File: config.mk
export PLATFORM = sky130hd
export DESIGN_NAME = hms_text_to_ms_parser
export DESIGN_NICKNAME = d
export VERILOG_FILES = /design/src/hmsp_pkg.sv /design/src/hmsp_front.sv /design/src/hmsp_queue.sv /design/src/hmsp_back.sv /design/src/hms_text_to_ms_parser.sv
export SDC_FILE = /design/constraint.sdc
export NUM_CORES = 2
export LEC_CHECK = 0
export BUFFER_PORTS_ARGS = -buffer_cell sky130_fd_sc_hd__buf_4
export CAP_MARGIN = 20
export CORE_MARGIN = 3
export CORE_UTILIZATION = 65
export CTS_BUF_LIST = sky130_fd_sc_hd__clkbuf_2 sky130_fd_sc_hd__clkbuf_4 sky130_fd_sc_hd__clkbuf_8
export DETAILED_ROUTE_END_ITERATION = 8
export PLACE_DENSITY = 0.88
export SLEW_MARGIN = 30
export SYNTH_ARGS = -nofsm -noshare
export SYNTH_HDL_FRONTEND = slang
export SYNTH_HIERARCHICAL = 1
export SYNTH_SLANG_ARGS = --single-unit
File: constraint.sdc
create_clock -name i_clk -period 28.3 [get_ports i_clk]
set_clock_uncertainty 0.2 [all_clocks]
set_input_delay 1.415 -clock i_clk [delete_from_list [all_inputs] [get_ports i_clk]]
set_output_delay 1.415 -clock i_clk [all_outputs]
set_load 0.1 [all_outputs]
File: src/hmsp_pkg.sv
// Package for the duration text parser: payload structs, codes and constants.
// Used by every module of the parser; depends on nothing.
`timescale 1ns / 1ps

package hmsp_pkg;

    localparam int unsigned PART_BITS  = 40;
    localparam int unsigned TOTAL_BITS = 48;
    localparam int unsigned FRAC_BITS  = 10;
    localparam int unsigned QUEUE_DEPTH = 2;

    localparam int unsigned MS_PER_HOUR = 3600000;
    localparam int unsigned MS_PER_MIN  = 60000;
    localparam int unsigned MS_PER_SEC  = 1000;
    localparam int unsigned COUNT_SAT   = 3;

    localparam longint unsigned TOTAL_LIMIT = (64'd1 << TOTAL_BITS) - 64'd1;
    localparam longint unsigned HOUR_MAX    = TOTAL_LIMIT / MS_PER_HOUR;
    localparam longint unsigned MIN_MAX     = TOTAL_LIMIT / MS_PER_MIN;
    localparam longint unsigned SEC_MAX     = TOTAL_LIMIT / MS_PER_SEC;
    localparam int unsigned HOUR_W = $clog2(HOUR_MAX + 64'd1);
    localparam int unsigned MIN_W  = $clog2(MIN_MAX + 64'd1);
    localparam int unsigned SEC_W  = $clog2(SEC_MAX + 64'd1);

    localparam logic [7:0] CHAR_COLON = 8'h3A;
    localparam logic [7:0] CHAR_DOT   = 8'h2E;
    localparam logic [7:0] CHAR_SPACE = 8'h20;
    localparam logic [7:0] CHAR_TAB   = 8'h09;
    localparam logic [7:0] CHAR_CR    = 8'h0D;
    localparam logic [7:0] CHAR_ZERO  = 8'h30;
    localparam logic [7:0] CHAR_NINE  = 8'h39;

    typedef enum logic [1:0] {
        ERR_NONE     = 2'd0,
        ERR_FORMAT   = 2'd1,
        ERR_OVERFLOW = 2'd2
    } t_err;

    typedef enum logic [1:0] {
        PH_LEAD  = 2'd0,
        PH_PART  = 2'd1,
        PH_FRAC  = 2'd2,
        PH_TRAIL = 2'd3
    } t_phase;

    typedef struct packed {
        logic [7:0] char_code;
        logic       last_char;
    } t_in_item;

    typedef struct packed {
        t_err              status;
        logic [TOTAL_BITS-1:0] total_ms;
    } t_out_item;

    typedef struct packed {
        t_err                 err;
        logic [1:0]           parts_seen;
        logic [PART_BITS-1:0] first_value;
        logic [PART_BITS-1:0] second_value;
        logic [PART_BITS-1:0] current_value;
        logic [FRAC_BITS-1:0] fraction_value;
        logic [1:0]           fraction_digits;
    } t_job;

endpackage

File: src/hmsp_front.sv
// Front end of the duration text parser: byte-wise parse state machine.
// Pushes one finished job per string into the queue. Depends on hmsp_pkg.
`timescale 1ns / 1ps

module hmsp_front (
    input  logic              i_clk,
    input  logic              i_rst_n,
    input  logic              i_in_valid,
    output logic              o_in_ready,
    input  hmsp_pkg::t_in_item i_in_data,
    input  logic              i_queue_full,
    output logic              o_push,
    output hmsp_pkg::t_job    o_job
);
    import hmsp_pkg::*;

    t_phase               r_phase, n_phase;
    logic [1:0]           r_parts, n_parts;
    logic [1:0]           r_digits, n_digits;
    logic [PART_BITS-1:0] r_first, n_first;
    logic [PART_BITS-1:0] r_second, n_second;
    logic [PART_BITS-1:0] r_cur, n_cur;
    logic [FRAC_BITS-1:0] r_frac, n_frac;
    logic [1:0]           r_fdig, n_fdig;
    t_err                 r_err, n_err;

    logic [7:0]           w_c;
    logic [3:0]           w_digit;
    logic                 w_is_digit;
    logic                 w_is_space;
    logic [PART_BITS+3:0] w_acc;
    logic                 w_acc_ovf;
    logic                 w_accept;
    logic                 w_end_fmt;

    assign w_c        = i_in_data.char_code;
    assign w_digit    = w_c[3:0];
    assign w_is_digit = (w_c >= CHAR_ZERO) && (w_c <= CHAR_NINE);
    assign w_is_space = (w_c == CHAR_SPACE) || ((w_c >= CHAR_TAB) && (w_c <= CHAR_CR));
    assign w_acc      = ((PART_BITS + 4)'(r_cur) << 3) + ((PART_BITS + 4)'(r_cur) << 1)
                        + (PART_BITS + 4)'(w_digit);
    assign w_acc_ovf  = |w_acc[PART_BITS+3:PART_BITS];

    assign o_in_ready = !i_queue_full;
    assign w_accept   = i_in_valid && o_in_ready;
    assign o_push     = w_accept && i_in_data.last_char;

    always_comb begin
        n_phase  = r_phase;
        n_parts  = r_parts;
        n_digits = r_digits;
        n_first  = r_first;
        n_second = r_second;
        n_cur    = r_cur;
        n_frac   = r_frac;
        n_fdig   = r_fdig;
        n_err    = r_err;
        if (r_err != ERR_FORMAT) begin
            case (r_phase)
                PH_LEAD, PH_PART: begin
                    if (w_is_digit) begin
                        n_phase = PH_PART;
                        if (w_acc_ovf) begin
                            n_cur = '1;
                            if (r_err == ERR_NONE) begin
                                n_err = ERR_OVERFLOW;
                            end
                        end else begin
                            n_cur = w_acc[PART_BITS-1:0];
                        end
                        if (r_digits != 2'(COUNT_SAT)) begin
                            n_digits = r_digits + 2'd1;
                        end
                    end else if (r_phase == PH_LEAD) begin
                        if (!w_is_space) begin
                            n_err = ERR_FORMAT;
                        end
                    end else if (w_c == CHAR_COLON) begin
                        if (r_digits == 2'd0 || r_parts >= 2'd2
                                || (r_parts == 2'd1 && r_digits > 2'd2)) begin
                            n_err = ERR_FORMAT;
                        end else begin
                            if (r_parts == 2'd1) begin
                                n_second = r_cur;
                            end else begin
                                n_first = r_cur;
                            end
                            n_parts  = r_parts + 2'd1;
                            n_cur    = '0;
                            n_digits = 2'd0;
                        end
                    end else if (w_c == CHAR_DOT || w_is_space) begin
                        if (r_digits == 2'd0) begin
                            n_err = ERR_FORMAT;
                        end else begin
                            n_phase = (w_c == CHAR_DOT) ? PH_FRAC : PH_TRAIL;
                        end
                    end else begin
                        n_err = ERR_FORMAT;
                    end
                end
                PH_FRAC: begin
                    if (w_is_digit) begin
                        if (r_fdig != 2'(COUNT_SAT)) begin
                            n_frac = (r_frac << 3) + (r_frac << 1) + FRAC_BITS'(w_digit);
                            n_fdig = r_fdig + 2'd1;
                        end
                    end else if (w_is_space && r_fdig != 2'd0) begin
                        n_phase = PH_TRAIL;
                    end else begin
                        n_err = ERR_FORMAT;
                    end
                end
                default: begin
                    if (!w_is_space) begin
                        n_err = ERR_FORMAT;
                    end
                end
            endcase
        end
    end

    assign w_end_fmt = (n_phase == PH_LEAD)
                    || (n_phase == PH_PART && n_digits == 2'd0)
                    || (n_phase == PH_FRAC && n_fdig == 2'd0);

    always_comb begin
        o_job.err             = w_end_fmt ? ERR_FORMAT : n_err;
        o_job.parts_seen      = n_parts;
        o_job.first_value     = n_first;
        o_job.second_value    = n_second;
        o_job.current_value   = n_cur;
        o_job.fraction_value  = n_frac;
        o_job.fraction_digits = n_fdig;
    end

    always_ff @(posedge i_clk) begin
        if (!i_rst_n || o_push) begin
            r_phase  <= PH_LEAD;
            r_parts  <= 2'd0;
            r_digits <= 2'd0;
            r_first  <= '0;
            r_second <= '0;
            r_cur    <= '0;
            r_frac   <= '0;
            r_fdig   <= 2'd0;
            r_err    <= ERR_NONE;
        end else if (w_accept) begin
            r_phase  <= n_phase;
            r_parts  <= n_parts;
            r_digits <= n_digits;
            r_first  <= n_first;
            r_second <= n_second;
            r_cur    <= n_cur;
            r_frac   <= n_frac;
            r_fdig   <= n_fdig;
            r_err    <= n_err;
        end
    end

endmodule

File: src/hmsp_queue.sv
// Two-entry job queue between the parse front end and the arithmetic back end.
// Depends on hmsp_pkg for the job type.
`timescale 1ns / 1ps

module hmsp_queue (
    input  logic           i_clk,
    input  logic           i_rst_n,
    input  logic           i_push,
    input  hmsp_pkg::t_job i_job,
    output logic           o_full,
    output logic           o_not_empty,
    input  logic           i_pop,
    output hmsp_pkg::t_job o_job
);
    import hmsp_pkg::*;

    localparam int unsigned PTR_W = $clog2(QUEUE_DEPTH);
    localparam int unsigned CNT_W = $clog2(QUEUE_DEPTH + 1);

    t_job             r_mem [QUEUE_DEPTH];
    logic [PTR_W-1:0] r_wr_ptr;
    logic [PTR_W-1:0] r_rd_ptr;
    logic [CNT_W-1:0] r_count;

    assign o_full      = (r_count == CNT_W'(QUEUE_DEPTH));
    assign o_not_empty = (r_count != '0);
    assign o_job       = r_mem[r_rd_ptr];

    always_ff @(posedge i_clk) begin
        if (i_push) begin
            r_mem[r_wr_ptr] <= i_job;
        end
    end

    always_ff @(posedge i_clk) begin
        if (!i_rst_n) begin
            r_wr_ptr <= '0;
            r_rd_ptr <= '0;
            r_count  <= '0;
        end else begin
            if (i_push) begin
                r_wr_ptr <= (r_wr_ptr == PTR_W'(QUEUE_DEPTH - 1)) ? '0 : r_wr_ptr + 1'b1;
            end
            if (i_pop) begin
                r_rd_ptr <= (r_rd_ptr == PTR_W'(QUEUE_DEPTH - 1)) ? '0 : r_rd_ptr + 1'b1;
            end
            r_count <= r_count + CNT_W'(i_push) - CNT_W'(i_pop);
        end
    end

    a_no_overfill: assert property (@(posedge i_clk) disable iff (!i_rst_n)
        !(i_push && o_full && !i_pop))
        else $error("queue written while full");

    a_no_underrun: assert property (@(posedge i_clk) disable iff (!i_rst_n)
        i_pop |-> o_not_empty)
        else $error("queue read while empty");

    a_count_tracks: assert property (@(posedge i_clk) disable iff (!i_rst_n)
        (i_push && !i_pop) |=> (r_count == $past(r_count) + 1'b1))
        else $error("queue count did not follow a write");

endmodule

File: src/hmsp_back.sv
// Back end of the duration text parser: weights parts into milliseconds,
// checks range and drives the result register. Depends on hmsp_pkg.
`timescale 1ns / 1ps

module hmsp_back (
    input  logic                i_clk,
    input  logic                i_rst_n,
    input  logic                i_job_valid,
    input  hmsp_pkg::t_job      i_job,
    output logic                o_pop,
    output logic                o_out_valid,
    input  logic                i_out_ready,
    output hmsp_pkg::t_out_item o_out_data
);
    import hmsp_pkg::*;

    logic                  w_adv;
    logic [PART_BITS-1:0]  w_hours;
    logic [PART_BITS-1:0]  w_minutes;
    logic [FRAC_BITS-1:0]  w_millis;
    logic                  w_range_ovf;
    logic [TOTAL_BITS+1:0] w_sum;

    logic                  r_s1_valid;
    t_err                  r_s1_err;
    logic                  r_s1_ovf;
    logic [TOTAL_BITS-1:0] r_s1_ph;
    logic [TOTAL_BITS-1:0] r_s1_pm;
    logic [TOTAL_BITS-1:0] r_s1_ps;
    logic [FRAC_BITS-1:0]  r_s1_ms;

    logic                  r_s2_valid;
    t_err                  r_s2_err;
    logic                  r_s2_ovf;
    logic [TOTAL_BITS:0]   r_s2_a;
    logic [TOTAL_BITS:0]   r_s2_b;

    logic                  r_out_valid;
    t_out_item             r_out;

    assign w_adv = !r_out_valid || i_out_ready;
    assign o_pop = w_adv && i_job_valid;

    always_comb begin
        case (i_job.parts_seen)
            2'd2: begin
                w_hours   = i_job.first_value;
                w_minutes = i_job.second_value;
            end
            2'd1: begin
                w_hours   = '0;
                w_minutes = i_job.first_value;
            end
            default: begin
                w_hours   = '0;
                w_minutes = '0;
            end
        endcase
        case (i_job.fraction_digits)
            2'd1:    w_millis = FRAC_BITS'(i_job.fraction_value * 7'd100);
            2'd2:    w_millis = FRAC_BITS'(i_job.fraction_value * 4'd10);
            default: w_millis = i_job.fraction_value;
        endcase
    end

    assign w_range_ovf = (64'(w_hours) > HOUR_MAX) || (64'(w_minutes) > MIN_MAX)
                      || (64'(i_job.current_value) > SEC_MAX);

    assign w_sum = (TOTAL_BITS + 2)'(r_s2_a) + (TOTAL_BITS + 2)'(r_s2_b);

    always_ff @(posedge i_clk) begin
        if (w_adv) begin
            r_s1_err <= i_job.err;
            r_s1_ovf <= w_range_ovf;
            r_s1_ph  <= TOTAL_BITS'(HOUR_W'(w_hours)) * TOTAL_BITS'(MS_PER_HOUR);
            r_s1_pm  <= TOTAL_BITS'(MIN_W'(w_minutes)) * TOTAL_BITS'(MS_PER_MIN);
            r_s1_ps  <= TOTAL_BITS'(SEC_W'(i_job.current_value)) * TOTAL_BITS'(MS_PER_SEC);
            r_s1_ms  <= w_millis;

            r_s2_err <= r_s1_err;
            r_s2_ovf <= r_s1_ovf;
            r_s2_a   <= (TOTAL_BITS + 1)'(r_s1_ph) + (TOTAL_BITS + 1)'(r_s1_pm);
            r_s2_b   <= (TOTAL_BITS + 1)'(r_s1_ps) + (TOTAL_BITS + 1)'(r_s1_ms);

            if (r_s2_err == ERR_FORMAT) begin
                r_out.status   <= ERR_FORMAT;
                r_out.total_ms <= '0;
            end else if (r_s2_err == ERR_OVERFLOW || r_s2_ovf
                    || 64'(w_sum) > TOTAL_LIMIT) begin
                r_out.status   <= ERR_OVERFLOW;
                r_out.total_ms <= '0;
            end else begin
                r_out.status   <= ERR_NONE;
                r_out.total_ms <= w_sum[TOTAL_BITS-1:0];
            end
        end
    end

    always_ff @(posedge i_clk) begin
        if (!i_rst_n) begin
            r_s1_valid  <= 1'b0;
            r_s2_valid  <= 1'b0;
            r_out_valid <= 1'b0;
        end else if (w_adv) begin
            r_s1_valid  <= i_job_valid;
            r_s2_valid  <= r_s1_valid;
            r_out_valid <= r_s2_valid;
        end
    end

    assign o_out_valid = r_out_valid;
    assign o_out_data  = r_out;

    a_zero_on_error: assert property (@(posedge i_clk) disable iff (!i_rst_n)
        (o_out_valid && o_out_data.status != ERR_NONE) |-> (o_out_data.total_ms == '0))
        else $error("nonzero total with an error status");

    a_status_code: assert property (@(posedge i_clk) disable iff (!i_rst_n)
        o_out_valid |-> (o_out_data.status == ERR_NONE || o_out_data.status == ERR_FORMAT
                         || o_out_data.status == ERR_OVERFLOW))
        else $error("undefined status code");

    a_pop_enters: assert property (@(posedge i_clk) disable iff (!i_rst_n)
        o_pop |=> r_s1_valid)
        else $error("popped job did not enter the first stage");

    a_stall_holds: assert property (@(posedge i_clk) disable iff (!i_rst_n)
        (r_s2_valid && !w_adv) |=> r_s2_valid)
        else $error("job lost in a stalled stage");

endmodule

File: src/hms_text_to_ms_parser.sv
// A finished string passes the job queue, stages s1 and s2 and the result register.
// Throughput: one byte per cycle; a backlog of finished strings stalls input when the
// two-entry job queue fills while the output is held. Reset is synchronous, active low,
// and returns the parser to the leading-whitespace phase with queue and pipeline empty.
// Top level of the duration text parser; depends on hmsp_pkg and the hmsp_ modules.
`timescale 1ns / 1ps

module hms_text_to_ms_parser (
    input  logic                i_clk,
    input  logic                i_rst_n,
    input  logic                i_in_valid,
    output logic                o_in_ready,
    input  hmsp_pkg::t_in_item  i_in_data,
    output logic                o_out_valid,
    input  logic                i_out_ready,
    output hmsp_pkg::t_out_item o_out_data
);
    import hmsp_pkg::*;

    logic w_push;
    logic w_full;
    logic w_not_empty;
    logic w_pop;
    t_job w_push_job;
    t_job w_head_job;

    hmsp_front u_front (
        .i_clk        (i_clk),
        .i_rst_n      (i_rst_n),
        .i_in_valid   (i_in_valid),
        .o_in_ready   (o_in_ready),
        .i_in_data    (i_in_data),
        .i_queue_full (w_full),
        .o_push       (w_push),
        .o_job        (w_push_job)
    );

    hmsp_queue u_queue (
        .i_clk       (i_clk),
        .i_rst_n     (i_rst_n),
        .i_push      (w_push),
        .i_job       (w_push_job),
        .o_full      (w_full),
        .o_not_empty (w_not_empty),
        .i_pop       (w_pop),
        .o_job       (w_head_job)
    );

    hmsp_back u_back (
        .i_clk       (i_clk),
        .i_rst_n     (i_rst_n),
        .i_job_valid (w_not_empty),
        .i_job       (w_head_job),
        .o_pop       (w_pop),
        .o_out_valid (o_out_valid),
        .i_out_ready (i_out_ready),
        .o_out_data  (o_out_data)
    );

endmodule
==> flow_summary.json <==
{
  "status": "finished clean",
  "area_delta_synth_final_pct": 7.236,
  "synth_edf_count": 560,
  "grtUsageMet1": 0.4172,
  "antenna_found_initial": 3,
  "crit_chain": "buf_4 -> buf_4 -> mux2_4 -> nand2_1 -> inv_1 -> fa_1 -> fa_1 -> fa_1 -> fa_1 -> fa_1 -> inv_1 -> fa_1 -> inv_1 -> ha_1 -> a21o_1 -> a21o_1 -> a21oi_1 -> o32ai_1 -> a2111oi_0 -> o31ai_1 -> o21a_1 -> nor2_1 -> o21ai_0 -> xor2_1",
  "met2_usage": 0.5196,
  "whs_ns": 0.2081,
  "htreeDepth": 3,
  "fillers": 5912,
  "worst_ep_required_time_ns": 28.59,
  "drc_errors": 0,
  "synth_top_flop_cell": "edfxtp_1",
  "slowest_delay_ns": 0.79,
  "cts_root_buf": "clkbuf_8",
  "grt_max_degree": 91,
  "cts_buffer_depth": 3,
  "critPathKind": "register to register",
  "routed_via_density": 6.199,
  "dieHeight_um": 302.8,
  "tritoncts": "yes",
  "grt_overflow": 0,
  "post_drt_wl_per_cell_um": 22.00,
  "synth_cell_type_count": 87,
  "grt_usage": 0.3188,
  "maxSlewViolCount": 0,
  "post-dp-hpwl_um": 110100,
  "core_area_mm2": 0.08702,
  "clkSinkCount": 708,
  "top_usage_layer": "met2",
  "max_slew_margin": 0.3072,
  "synth-seq-cells": 708,
  "numCtsBuffers": 113,
  "grt_pass1_wl_um": 228800,
  "ys_warn_count": 6,
  "start_kind": "register",
  "fin_nets": 6442,
  "slowest_stage": "buf_4",
  "vias": 40790,
  "ys_seq_area_frac": 0.3454,
  "crit_path_max_fanout": 54,
  "drv_cap": 0,
  "tns_ns": 0,
  "clk_latency_ns": 0.77,
  "fmax_ghz": 0.1089,
  "grt_pass1_vias": 42090,
  "gr-usage-met3": 0.06454,
  "synth_area_mm2": 0.05727,
  "drive_gt1_frac": 0.1022,
  "num_rows": 108,
  "setup_violations": 0,
  "crit_path_frequent_cell": "fa_1",
  "cts_resized": 0,
  "r2r_slack_ns": 19.12,
  "crit_arrival_ns": 9.47,
  "drt_first_pass_iters": 6,
  "worstMarginPinSlew_ns": 1.030,
  "gp_congestion": 0.9739,
  "cts_setup_buffers": 0,
  "fin_crit_ns": 9.183,
  "ios": 65,
  "syn-num-nets": 6375,
  "holdBufCountCts": 0,
  "hold_class": "register to register",
  "synthArstFlopShare": 0,
  "start_util": 0.6581,
  "avgSynthCellArea_um2": 10.89,
  "fp.dieArea_mm2": 0.09170,
  "rsz0062_at_grt": "no",
  "dieWidth_um": 302.8,
  "ant_nets": 0,
  "port_buffers": 64,
  "wl_um": 144800,
  "finalHoldViolCount": 0,
  "drt-initial-drc-count": 4004,
  "worstSetupEndpointType": "register",
  "clkSlewWorstSetupHoldPaths_ns": 0.07,
  "finalCritPeriodShare": 0.3245,
  "synthCells": 5258
}
path summary, 6_finish.rpt:
| kind | start | end | cells past startpoint |
|---|---|---|---|
| setup reg to reg | register | u_back/r_s1_ph[46]$_DFFE_PN_ | 24 |
| hold / removal | u_back/r_s1_err[1]$_DFFE_PN_ | u_back/r_s2_err[1]$_DFFE_PN_ | 0 |
| setup / recovery | register | u_back/r_s1_ph[46]$_DFFE_PN_ | 24 |
| hold reg to reg | u_back/r_s1_err[1]$_DFFE_PN_ | u_back/r_s2_err[1]$_DFFE_PN_ | 0 |
through the flow:
stage / std cells / instance area, um^2 / util / setup slack, ns
global placement: 6364 / 58820 / 0.6759 / 19.25
global route: 6580 / 61410 / 0.7057 / 18.66
finish: 6580 / 61410 / 0.7057 / 19.12
CTS: 6576 / 61370 / 0.7052 / 19.15
detailed placement: 6364 / 58830 / 0.6760 / 19.21
floorplan: 5258 / 57270 / - / 17.13
Yosys cell counts, types with 20 or more instances:
master | number | area, um^2
nor2b_1 | 34 | 212.7
nand2_1 | 324 | 1216
o21a_1 | 28 | 210.2
a21oi_1 | 261 | 1306
a21o_1 | 149 | 1119
ha_1 | 596 | 7457
mux2_4 | 40 | 600.6
a22oi_1 | 34 | 255.2
nand3_1 | 65 | 325.3
clkbuf_1 | 99 | 371.6
o21ai_0 | 198 | 991.0
nor3_1 | 130 | 650.6
and2_1 | 39 | 244.0
xnor2_1 | 201 | 1760
inv_1 | 628 | 2357
nor2_1 | 427 | 1603
a31oi_1 | 33 | 206.5
a211oi_1 | 37 | 277.8
fa_1 | 508 | 10170
edfxtp_1 | 560 | 16820
mux2_2 | 181 | 2038
dfxtp_1 | 148 | 2963
o211ai_1 | 22 | 165.2
xor2_1 | 98 | 858.3
nand4_1 | 34 | 212.7
o21bai_1 | 34 | 255.2
nand2b_1 | 29 | 181.4
o21ai_1 | 22 | 110.1
and3_1 | 46 | 287.8
buf_2 | 20 | 100.1
registers in the layout (all words and copies together) (netlist names), 10 cells and up, named ones only:
| name | flops |
|---|---|
| u_front/r_frac | 10 |
| u_back/r_s2_b | 49 |
| u_back/r_s1_pm | 43 |
| u_back/r_s2_a | 44 |
| u_back/r_s1_ms | 10 |
| u_front/r_second | 40 |
| u_back/o_out_data | 50 |
| u_queue/r_mem | 272 |
| u_front/r_first | 40 |
| u_front/r_cur | 40 |
| u_back/r_s1_ph | 41 |
| u_back/r_s1_ps | 45 |
area by class of cell:
type,instances,area [um^2],area share
Tap cell,1155,1445,0.02353
Multi-Input combinational cell,3785,34580,0.5631
Clock buffer,165,2052,0.03341
Clock inverter,47,486.7,0.007925
Antenna cell,3,7.507,0.0001222
Sequential cell,708,19780,0.3221
Inverter,628,2357,0.03838
Timing Repair Buffer,89,699.4,0.01139
worst max-delay path: cells and delay by family (launching register included):
kind / cells / cell delay (ns)
XOR/XNOR: 1 / 0.16
buffers and inverters: 5 / 1.69
AND/OR/NAND/NOR: 2 / 0.25
AO/OA/AOI/OAI: 8 / 1.87
adder cells (fa/ha/maj): 7 / 3.53
flip-flops: 1 / 0.76
multiplexers: 1 / 0.39
routing by layer:
layer | part of all wire | wire length [um] | vias to the layer above
met4 | 0.051 | 7408 | 2
li1 | - | - | 18390
met5 | 0.000090 | 13 | -
met1 | 0.39 | 57000 | 19970
met3 | 0.090 | 12960 | 450
met2 | 0.47 | 67410 | 1970
cell families (layout without fill, tap and decap cells):
group / count (synthesis) / count (layout) / synth area share
AND/OR/NAND/NOR: 1212 / 1212 / 0.09681
adder cells (fa/ha/maj): 1104 / 1104 / 0.3078
AO/OA/AOI/OAI: 944 / 944 / 0.1052
buffers and inverters: 765 / 929 / 0.05198
flip-flops: 708 / 708 / 0.3454
XOR/XNOR: 300 / 300 / 0.04612
multiplexers: 225 / 225 / 0.04678
other: 0 / 3 / 0
layout by cell type (no fill, tap or decap), types with 35 or more instances in the layout:
| master | Yosys | layout |
|---|---|---|
| inv_1 | 628 | 628 |
| ha_1 | 596 | 596 |
| edfxtp_1 | 560 | 560 |
| fa_1 | 508 | 508 |
| nor2_1 | 427 | 426 |
| nand2_1 | 324 | 322 |
| a21oi_1 | 261 | 261 |
| xnor2_1 | 201 | 201 |
| o21ai_0 | 198 | 198 |
| mux2_2 | 181 | 181 |
| a21o_1 | 149 | 149 |
| dfxtp_1 | 148 | 147 |
| clkbuf_8 | 0 | 130 |
| nor3_1 | 130 | 130 |
| xor2_1 | 98 | 98 |
| buf_4 | 5 | 85 |
| nand3_1 | 65 | 64 |
| and3_1 | 46 | 46 |
| mux2_4 | 40 | 40 |
| and2_1 | 39 | 38 |
| a211oi_1 | 37 | 37 |
| clkbuf_4 | 0 | 35 |
Power is left out: the tool's default activity adds up to more than one toggle a clock period on the data nets, which glitch-free logic cannot reach.
